==> src/rtl/core/amab_ram.sv <==
// ----------------------------------------------------------------------------
// amab_ram
// Generic single-write, single-read RAM with a registered read port.
// ----------------------------------------------------------------------------
`default_nettype none

module amab_ram #(
   parameter int WIDTH = 16,
   parameter int DEPTH = 256
) (
   input  wire logic                     clock,
   input  wire logic                     wr_en,
   input  wire logic [$clog2(DEPTH)-1:0] wr_addr,
   input  wire logic [WIDTH-1:0]         wr_data,
   input  wire logic                     rd_en,
   input  wire logic [$clog2(DEPTH)-1:0] rd_addr,
   output logic      [WIDTH-1:0]         rd_data
);

   logic [WIDTH-1:0] mem [DEPTH];

   always_ff @(posedge clock) begin
      if (wr_en) begin
         mem[wr_addr] <= wr_data;
      end
      if (rd_en) begin
         rd_data <= mem[rd_addr];
      end
   end

endmodule

`default_nettype wire

==> config.mk <==
export PLATFORM = sky130hd
export DESIGN_NAME = amab_ram
export DESIGN_NICKNAME = d
export VERILOG_FILES = /design/src/rtl/core/amab_ram.sv
export SDC_FILE = /design/constraint.sdc
export NUM_CORES = 2
export LEC_CHECK = 0
export BUFFER_PORTS_ARGS = -buffer_cell sky130_fd_sc_hd__buf_4
export CELL_PAD_IN_SITES_DETAIL_PLACEMENT = 0
export CELL_PAD_IN_SITES_GLOBAL_PLACEMENT = 2
export CORE_MARGIN = 4
export CORE_UTILIZATION = 50
export CTS_CLUSTER_DIAMETER = 100
export DETAILED_ROUTE_END_ITERATION = 16
export GPL_TIMING_DRIVEN = 0
export PLACE_DENSITY = 0.88
export SYNTH_ARGS = -nofsm -noshare
export SYNTH_HDL_FRONTEND = slang
export SYNTH_SLANG_ARGS = --single-unit
==> constraint.sdc <==
create_clock -name clock -period 3.6 [get_ports clock]
set_input_delay 0.36 -clock clock [delete_from_list [all_inputs] [get_ports clock]]
set_output_delay 0.36 -clock clock [all_outputs]
set_load 0.02 [all_outputs]
==> results.md <==
- Pre-CTS setup slack: -2.91 ns
- Mapped Avg Cell Area: 21.6 um^2
- Average via count per standard cell: 6.75
- Floorplan die area: 327000 um^2
- Final setup slack of the worst path: -0.321 ns
- Detailed-route wire length per cell: 39.3 um
- Routability Congestion: 0.986
- Cell area power density: 554 nW/um^2
- Crit start category: primary input
- Rel. slew slack: -2.43%
- Synth cell types: 51
- Number of DRC violations after detailed-routing iteration 0: 15000
- Proportion of synthesized chip area in sequential cells: 77.7%
- Sequential Area: 123000 um^2
- Max-capacitance violation count: 1
- Most common flop cell mapped by yosys: sky130_fd_sc_hd__edfxtp_1
- Area of the multi-input gates: 34000 um^2
- Worst VDD drop: 479 uV
- Die outline height: 572 um
- CTS tree: built
- Synthesis-stage register bit count: 4112
- Count of input and output buffers: 40
- Final hold vios: 0
- Maximum fanout encountered on the critical timing path: 11
- Count of pins on the block boundary: 51
- Max H-tree Level: 5
- DRT antenna net count: 0
- Status: complete, but fails checks
- Critical Setup Path Class: primary input to flop
- Violated checks: max-capacitance violations, max-slew violations, negative setup slack
- Final Slew Violations: 5
- Number of warnings printed during yosys synthesis: 0
- Antenna violations before repair: 34
- Post-detailed-placement half-perimeter wirelength: 334000 um
- Path class of the lowest-slack min-delay path: primary input to flop
- Share of the clock period used by the worst path: 109%
- Bufs on Longest Clock Path: 4
- Most common cell after layout, fill and taps aside: sky130_fd_sc_hd__edfxtp_1
- Endpoint kind of the worst setup timing path: flop
- Peak Freq: 255 MHz
- Slew at the pin closest to its max-slew limit: 1.53 ns
- Overall Global Routing Usage: 29.9%
- Starting density of the core: 50.3%
- Drt drc: 0
- Netlist area before placement: 159000 um^2
- Drt pass-1 iters: 8
- Unrepaired setup endpoints after global routing: true
- Async set-reset flop share out of synthesis: 0%
- Data arrival time of the critical path: 4.64 ns
- Detailed-route wire length: 491000 um
- Required time of the critical path: 4.31 ns
- Placeable Area: 316000 um^2
- Setup violation total in the final timing report: 16
- Final-layout fill cell count: 22000
- Clock network latency to the later pin of the worst-skew pair: 1.00 ns
- Clock buffers created by TritonCTS: 395
- Fraction of layout instances using a drive strength above 1: 28.1%
- Clk_skew: 0.0505 ns
- Minimum period implied by the final worst setup slack: 3.92 ns
- Largest net degree at the start of global routing: 154
- Vias after detailed routing: 84400
- Overall die width: 572 um
- Number of flops mapped to enable cells by yosys: 4112
- Root cell of the clock tree: sky130_fd_sc_hd__clkbuf_16
- Post-synth net total: 7395
- Cells after Synth: 7360
- CTS clk-pin slew, worst paths: 0.06 ns
- Number of sinks on the clock net: 4112
- First-pass GRT wire length: 671000 um
- Via count of the first global-routing pass: 81800
- NumNets Final: 8058
- Share of the core filled with cells: 58.0%
- # rows: 206
- Area added between synthesis and finish: 15.3%
- Cell leakage power: 57.8 nW
- Leading cell types in the layout, fill and taps excluded: sky130_fd_sc_hd__edfxtp_1, sky130_fd_sc_hd__mux4_2, sky130_fd_sc_hd__mux2i_1, sky130_fd_sc_hd__clkbuf_16, sky130_fd_sc_hd__nor2_2
- Remaining global-route overflow: 0
-- layer usage --
layer / wire length (um) / global-route usage (%)
met1: 173000 / 40.5
met2: 218000 / 43.6
met5: 156 / 0
met3: 73400 / 11.2
met4: 26200 / 13.2
-- cell usage after synthesis, types with 3 or more instances --
library cell	number	area share (%)
sky130_fd_sc_hd__mux2_2	88	0.62
sky130_fd_sc_hd__nand4b_1	3	0.017
sky130_fd_sc_hd__edfxtp_1	4112	78
sky130_fd_sc_hd__a21oi_1	175	0.55
sky130_fd_sc_hd__nor2b_1	9	0.035
sky130_fd_sc_hd__buf_2	76	0.24
sky130_fd_sc_hd__nor2_1	304	0.72
sky130_fd_sc_hd__nand3_1	35	0.11
sky130_fd_sc_hd__mux4_2	797	11
sky130_fd_sc_hd__a22oi_1	43	0.20
sky130_fd_sc_hd__o32ai_1	20	0.11
sky130_fd_sc_hd__o22ai_1	148	0.58
sky130_fd_sc_hd__nand4_1	26	0.10
sky130_fd_sc_hd__a211oi_1	18	0.085
sky130_fd_sc_hd__mux2i_1	565	3.6
sky130_fd_sc_hd__buf_8	11	0.10
sky130_fd_sc_hd__and3_1	11	0.043
sky130_fd_sc_hd__o31ai_1	16	0.076
sky130_fd_sc_hd__buf_6	77	0.55
sky130_fd_sc_hd__nor4_1	17	0.067
sky130_fd_sc_hd__buf_12	5	0.063
sky130_fd_sc_hd__a221oi_1	28	0.15
sky130_fd_sc_hd__nand2b_1	3	0.012
sky130_fd_sc_hd__buf_4	26	0.12
sky130_fd_sc_hd__nand2_1	38	0.090
sky130_fd_sc_hd__a2111oi_0	6	0.033
sky130_fd_sc_hd__inv_1	3	0.0071
sky130_fd_sc_hd__o21ai_0	37	0.12
sky130_fd_sc_hd__buf_1	27	0.064
sky130_fd_sc_hd__clkbuf_1	230	0.54
sky130_fd_sc_hd__a22o_1	32	0.18
sky130_fd_sc_hd__a31oi_1	6	0.024
sky130_fd_sc_hd__or2_2	4	0.016
sky130_fd_sc_hd__nor3_1	92	0.29
sky130_fd_sc_hd__o221ai_1	252	1.4
-- layout make-up --
cell class                      count  share of cell area [%]
Tap cell                         4160                    2.84
Clock inverter                    248                    1.65
Multi-Input combinational cell   2792                    18.6
Clock buffer                      463                    5.57
Timing Repair Buffer              267                    2.38
Buffer                            451                    1.56
Sequential cell                  4112                    67.4
Antenna cell                       17                  0.0232
Inverter                            4                 0.00820
-- worst paths after layout --
check / start / end / slack, ns / cells after the start
worst min register to register: mem[200][7]$_DFFE_PP_ / rd_data[7]$_DFFE_PP_ / 1.29 / 6
worst max-delay path: rd_addr[2] / rd_data[15]$_DFFE_PP_ / -0.32 / 10
worst max register to register: mem[233][8]$_DFFE_PP_ / rd_data[8]$_DFFE_PP_ / 0.43 / 6
worst min-delay path: wr_data[0] / mem[127][0]$_DFFE_PP_ / 0.06 / 2
-- per-stage QoR --
step	TNS, ns	total power, W	hold slack (ns)	instance area, um^2	std cells
after floorplan	0	0.0565	0.459	159000	7360
after global placement	-2975.53	0.0593	0.722	164000	11600
after detailed placement	-69.53	0.0595	0.571	169000	11800
after CTS	0	0.101	0.0402	183000	12500
after global routing	-0.126	0.104	0.0655	183000	12500
final	-2.93	0.101	0.0553	183000	12500
-- flip-flops by register name, indices dropped and copies added (netlist names) --
| name | count |
|---|---|
| mem | 4096 |
| rd_data | 16 |
-- timing repair --
action,4_1_cts,5_1_grt
endpoints found under the hold margin,700,0
pin swaps,3,0
gates resized for setup,163,54
endpoints found under the setup margin,16,15
hold buffers,16,0
setup buffers,0,0
-- power breakdown --
part / internal, W / switching, W
logic: 0.00185 / 0.00416
registers: 0.0528 / 0.0000317
clock network: 0.0243 / 0.0183
-- worst max-delay path, cell delays in order --
cell,delay [ns]
sky130_fd_sc_hd__buf_2,0.29
sky130_fd_sc_hd__nand2b_1,0.24
sky130_fd_sc_hd__buf_2,0.23
sky130_fd_sc_hd__clkbuf_2,0.37
sky130_fd_sc_hd__clkbuf_2,0.57
sky130_fd_sc_hd__o221ai_1,0.77
sky130_fd_sc_hd__o22ai_1,0.34
sky130_fd_sc_hd__a22oi_1,0.46
sky130_fd_sc_hd__nand3_1,0.41
sky130_fd_sc_hd__nor4_2,0.56
-- cells by family (layout without fill, tap and decap cells) --
| group | Yosys count | count (layout) | synth area share (%) |
|---|---|---|---|
| AOI/OAI and AO/OA | 786 | 786 | 3.53 |
| and+or+nand+nor | 556 | 556 | 1.57 |
| DFF | 4112 | 4112 | 77.7 |
| buffers and inverters | 456 | 1433 | 1.69 |
| muxes | 1450 | 1450 | 15.5 |
| other | 0 | 17 | 0 |
Power figures use the tool's default switching activity.
