===== config.mk =====
export PLATFORM = sky130hd
export DESIGN_NAME = amab_csr
export DESIGN_NICKNAME = d
export VERILOG_FILES = /design/src/rtl/core/amab_pkg.sv /design/src/rtl/core/amab_csr.sv
export SDC_FILE = /design/constraint.sdc
export NUM_CORES = 1
export LEC_CHECK = 0
export BUFFER_PORTS_ARGS = -buffer_cell sky130_fd_sc_hd__buf_2
export CAP_MARGIN = 10
export CORE_MARGIN = 2
export CORE_UTILIZATION = 35
export DETAILED_ROUTE_END_ITERATION = 10
export GPL_TIMING_DRIVEN = 0
export PLACE_DENSITY_LB_ADDON = 0.05
export SLEW_MARGIN = 20
export SYNTH_ARGS = -nofsm -noshare
export SYNTH_HDL_FRONTEND = slang
export SYNTH_SLANG_ARGS = --single-unit

===== constraint.sdc =====
create_clock -name clock -period 1.1 [get_ports clock]
set_input_delay 0.055 -clock clock [delete_from_list [all_inputs] [get_ports clock]]
set_output_delay 0.055 -clock clock [all_outputs]
set_load 0.005 [all_outputs]

===== src/rtl/core/amab_pkg.sv =====
// ----------------------------------------------------------------------------
// amab_pkg
// Shared constants, types and helpers of the adaptive moving-average binarizer.
// ----------------------------------------------------------------------------
`default_nettype none

package amab_pkg;

   localparam int MAX_WIDTH  = 256;
   localparam int MAX_HEIGHT = 256;
   localparam int FRAC_BITS  = 9;
   localparam int SUM_BITS   = 16;

   localparam int PIX_BITS   = 8;
   localparam int COL_BITS   = $clog2(MAX_WIDTH);
   localparam int ROW_BITS   = $clog2(MAX_HEIGHT);
   localparam int DIM_BITS   = 9;
   localparam int COEF_BITS  = 10;
   localparam int ADDR_BITS  = 5;
   localparam int DATA_BITS  = 32;
   localparam int PROD_BITS  = SUM_BITS + COEF_BITS;
   localparam int SHIFT_BITS = PROD_BITS - FRAC_BITS;

   localparam logic [SUM_BITS-1:0] SUM_MAX = {SUM_BITS{1'b1}};
   localparam logic [PIX_BITS-1:0] PIX_WHITE = 8'hff;
   localparam logic [PIX_BITS-1:0] PIX_BLACK = 8'h00;

   // register indexes
   localparam logic [2:0] REG_IMAGE_WIDTH      = 3'd0;
   localparam logic [2:0] REG_IMAGE_HEIGHT     = 3'd1;
   localparam logic [2:0] REG_DECAY_MULTIPLIER = 3'd2;
   localparam logic [2:0] REG_THRESHOLD_FACTOR = 3'd3;
   localparam logic [2:0] REG_INITIAL_SUM      = 3'd4;

   localparam logic [DIM_BITS-1:0]  RESET_WIDTH  = 9'd188;
   localparam logic [DIM_BITS-1:0]  RESET_HEIGHT = 9'd120;
   localparam logic [COEF_BITS-1:0] RESET_DECAY  = 10'd490;
   localparam logic [COEF_BITS-1:0] RESET_FACTOR = 10'd18;
   localparam logic [SUM_BITS-1:0]  RESET_INIT   = 16'd2921;

   typedef struct packed {
      logic [DIM_BITS-1:0]  image_width;
      logic [DIM_BITS-1:0]  image_height;
      logic [COEF_BITS-1:0] decay_multiplier;
      logic [COEF_BITS-1:0] threshold_factor;
      logic [SUM_BITS-1:0]  initial_sum;
   } cfg_type;

   typedef enum logic [1:0] {
      ST_IDLE,
      ST_SUM,
      ST_THR
   } state_type;

   // zero counts as one, anything above the limit is the limit
   function automatic logic [DIM_BITS-1:0] clamp_dim(input logic [DIM_BITS-1:0] v,
                                                      input logic [DIM_BITS-1:0] hi);
      logic [DIM_BITS-1:0] r;
      if (v == '0) begin
         r = DIM_BITS'(1);
      end else if (v > hi) begin
         r = hi;
      end else begin
         r = v;
      end
      return r;
   endfunction

endpackage

`default_nettype wire


===== src/rtl/core/amab_csr.sv =====
// ----------------------------------------------------------------------------
// amab_csr
// APB register file holding geometry, decay, threshold factor and initial sum.
// ----------------------------------------------------------------------------
`default_nettype none

module amab_csr (
   input  wire logic                               clock,
   input  wire logic                               reset,
   input  wire logic                               psel,
   input  wire logic                               penable,
   input  wire logic                               pwrite,
   input  wire logic [amab_pkg::ADDR_BITS-1:0]     paddr,
   input  wire logic [amab_pkg::DATA_BITS-1:0]     pwdata,
   output logic      [amab_pkg::DATA_BITS-1:0]     prdata,
   output logic                                    pready,
   output amab_pkg::cfg_type                       cfg
);

   import amab_pkg::*;

   cfg_type    cfg_ff, cfg_in;
   logic [2:0] reg_index;
   logic       wr_stb;

   assign reg_index = paddr[ADDR_BITS-1:2];
   assign pready    = 1'b1;
   assign wr_stb    = psel & penable & pwrite & pready;

   always_comb begin
      cfg_in = cfg_ff;
      if (wr_stb) begin
         unique case (reg_index)
            REG_IMAGE_WIDTH:      cfg_in.image_width      = pwdata[DIM_BITS-1:0];
            REG_IMAGE_HEIGHT:     cfg_in.image_height     = pwdata[DIM_BITS-1:0];
            REG_DECAY_MULTIPLIER: cfg_in.decay_multiplier = pwdata[COEF_BITS-1:0];
            REG_THRESHOLD_FACTOR: cfg_in.threshold_factor = pwdata[COEF_BITS-1:0];
            REG_INITIAL_SUM:      cfg_in.initial_sum      = pwdata[SUM_BITS-1:0];
            default:              cfg_in = cfg_ff;
         endcase
      end
   end

   always_comb begin
      unique case (reg_index)
         REG_IMAGE_WIDTH:      prdata = DATA_BITS'(cfg_ff.image_width);
         REG_IMAGE_HEIGHT:     prdata = DATA_BITS'(cfg_ff.image_height);
         REG_DECAY_MULTIPLIER: prdata = DATA_BITS'(cfg_ff.decay_multiplier);
         REG_THRESHOLD_FACTOR: prdata = DATA_BITS'(cfg_ff.threshold_factor);
         REG_INITIAL_SUM:      prdata = DATA_BITS'(cfg_ff.initial_sum);
         default:              prdata = '0;
      endcase
   end

   always_ff @(posedge clock) begin
      if (reset) begin
         cfg_ff.image_width      <= RESET_WIDTH;
         cfg_ff.image_height     <= RESET_HEIGHT;
         cfg_ff.decay_multiplier <= RESET_DECAY;
         cfg_ff.threshold_factor <= RESET_FACTOR;
         cfg_ff.initial_sum      <= RESET_INIT;
      end else begin
         cfg_ff <= cfg_in;
      end
   end

   assign cfg = cfg_ff;

endmodule

`default_nettype wire


==> metrics.md <==
| Metric | Value |
|---|---|
| Final setup vio count | 10 |
| R2R Path Start | cfg[28] |
| Synth Instances | 293 |
| Max incr delay on CP | 330 ps |
| Worst-Margin Slew | 660 ps |
| Cell Area, Synth | 0.00279 mm^2 |
| Area post-placement | 0.00344 mm^2 |
| Post-synthesis async set-or-reset flop share | 0% |
| Clk buf depth | 2 |
| Hold path start | pwdata[15] |
| Total track usage | 20.1% |
| Reg clk slew, reported paths | 100 ps |
| Nets@finish | 474 |
| Synthesis-stage register bit count | 54 |
| Largest net degree at the start of global routing | 17 |
| Synthesis Warnings | 0 |
| Chip height | 93.3 um |
| WS Path Type | reg -> out |
| Remaining DRCs | 0 |
| Cell Pwr Density | 1080 mW/mm^2 |
| TritonCTS clock tree | built |
| CP Launch Type | register |
| Clock Sinks | 54 |
| Root Driver | clkbuf_8 |
| Top cells by area, synth | dfxtp_1, mux2i_1, nand2b_1 |
| Crit. End Element | output pin |
| Tcrit/Tclk final | 119% |
| CP required | 1040 ps |
| Yosys cell types | 36 |
| CP max-delay cell | dfxtp_2 |
| Hold Violations, Final | 0 |
| Number of cell rows | 32 |
| Port-buffer cells | 91 |
| Leak Pwr | 1.92 nW |
| Die Width | 93.3 um |
| Final instance count without filler cells | 535 |
| Top-area cell type share of the netlist area | 38.7% |
| CTS Buf Count | 5 |
| Status | complete, but fails checks |
| Worst setup startpoint | cfg[36] |
| Drt total wl | 8550 um |
| Core ar. | 0.00773 mm^2 |
| Io pins | 129 |
| Post-synth EDFFs | 0 |
| Max reg flops | 54 |
| Prevailing post-synth register cell | dfxtp_1 |
| Slew headroom | 56.0% |
| Ant diodes | 0 |
| Fmax | 766 MHz |
| Grt total ovfl | 0 |
| Dpl hpwl | 5910 um |
| DR iter-0 viols | 92 |
| Layout Skew | 0 ps |
| HP Class | in -> reg |
| Final Max Tran Viols | 0 |
| Post-synthesis sequential area ratio | 38.7% |
| Starting Density | 36.2% |
| Initial antenna violation count | 0 |
| Fin worst setup slack | -206 ps |
| Layout cells sized above 1 | 42.7% |
| Final Util | 49.9% |
| Die Area | 0.00871 mm^2 |
| Synth-to-layout area growth | 37.9% |
| CTS H-tree lvls | 2 |
| Routability cong. | 0.776 |
| DRT Pass-1 Iters | 4 |
| Max Cap Viol | 0 |
| DR vias | 2503 |
| Design Area, Final | 0.00385 mm^2 |
| Global-route wire length before repair | 13100 um |
| CP max FO | 2 |
| Max VDD drop | 0.000717 V |
| Final ANT Viol Nets | 0 |
| Placed cells | 501 |
| Number of global-route vias before repair | 2476 |
| Post-Place Worst Slack | -430 ps |
| Failing checks | negative setup slack |
| Synth cell count leaders | mux2i_1, dfxtp_1, nand2b_1 |
| Crit-path cells | mux2_4 -> a22oi_2 -> o22ai_1 -> buf_2 |
| Setup TNS | -1240 ps |
| Clk_lat worst skew | 320 ps |
| Average size of a mapped cell | 9.54 um^2 |
| Dominant cell type by area after synthesis | dfxtp_1 |
| Most frequent cell after synthesis | mux2i_1 |
| Arr. time, crit path | 1250 ps |
| Unrepaired setup endpoints after global routing | yes |
| Crit path time final | 1310 ps |
| WL per Instance | 16.0 um |
| Vias per cell | 4.68 |
critical path, delay by kind of cell (launching register included):
kind / cells / cell delay (ps)
buffers and inverters: 1 / 130
muxes: 1 / 270
DFF: 1 / 330
AOI/OAI and AO/OA: 2 / 200
area by class of cell:
class | instances | area (um^2)
multi-input cells | 219 | 1570
plain buffers | 34 | 228
clock buffers | 6 | 82.6
fillers | 791 | 3870
repair buffers | 118 | 676
flip-flops and latches | 54 | 1110
clock inverters | 2 | 60.1
well taps | 102 | 128
where the power goes:
part | leakage (nW) | internal [mW] | switching [mW] | total, mW
combinational | 1.41 | 0.247 | 0.273 | 0.520
clock | 0.0714 | 0.971 | 0.700 | 1.67
sequential | 0.437 | 1.97 | 0.0102 | 1.98
cells by family after synthesis:
kind of cell    synth area share [%]
flops                           38.7
compound gates                  6.90
simple gates                    22.3
other cells                    0.269
mux                             24.0
buf+inv                         7.84
layer usage:
layer / share of wire (%) / up-vias / wire [um] / GRT usage (%)
met5: 0 / - / 0 / 0
met3: 5.7 / 12 / 485 / 3.30
met4: 1.8 / 0 / 151 / 6.99
li1: - / 1243 / - / -
met2: 47 / 85 / 3990 / 34.2
met1: 46 / 1163 / 3920 / 25.9
worst paths after layout:
kind,end,slack [ps],cells past startpoint
setup / recovery,prdata[0],-210,4
hold / removal,cfg[15],10,3
setup reg to reg,cfg[28],240,4
hold reg to reg,cfg[23],480,2
what timing repair did:
action,CTS,global route
hold buffers,7,0
resized for setup,28,8
hold endpoints to repair,7,0
setup buffers,17,3
pin swaps,5,1
setup endpoints to repair,26,21
stage by stage:
| stage | total power, mW | hold slack [ps] |
|---|---|---|
| final | 4.17 | 9.68 |
| after CTS | 4.20 | 4.40 |
| after global placement | 2.51 | 315 |
| after global routing | 4.33 | 0.908 |
| after floorplan | 2.32 | 163 |
| after detailed placement | 2.51 | 319 |
placed cells by master (no fill, tap or decap), types with 6 or more instances in the layout:
cell type / count
dfxtp_2: 25
dfxtp_1: 29
nand2b_1: 42
a21o_1: 6
mux2i_1: 66
o22ai_1: 7
buf_2: 97
buf_4: 37
conb_1: 17
and2_1: 6
dlygate4sd3_1: 7
o21ai_0: 9
clkbuf_8: 6
nor2_1: 36
No activity file was read; power rests on OpenSTA's default activity.
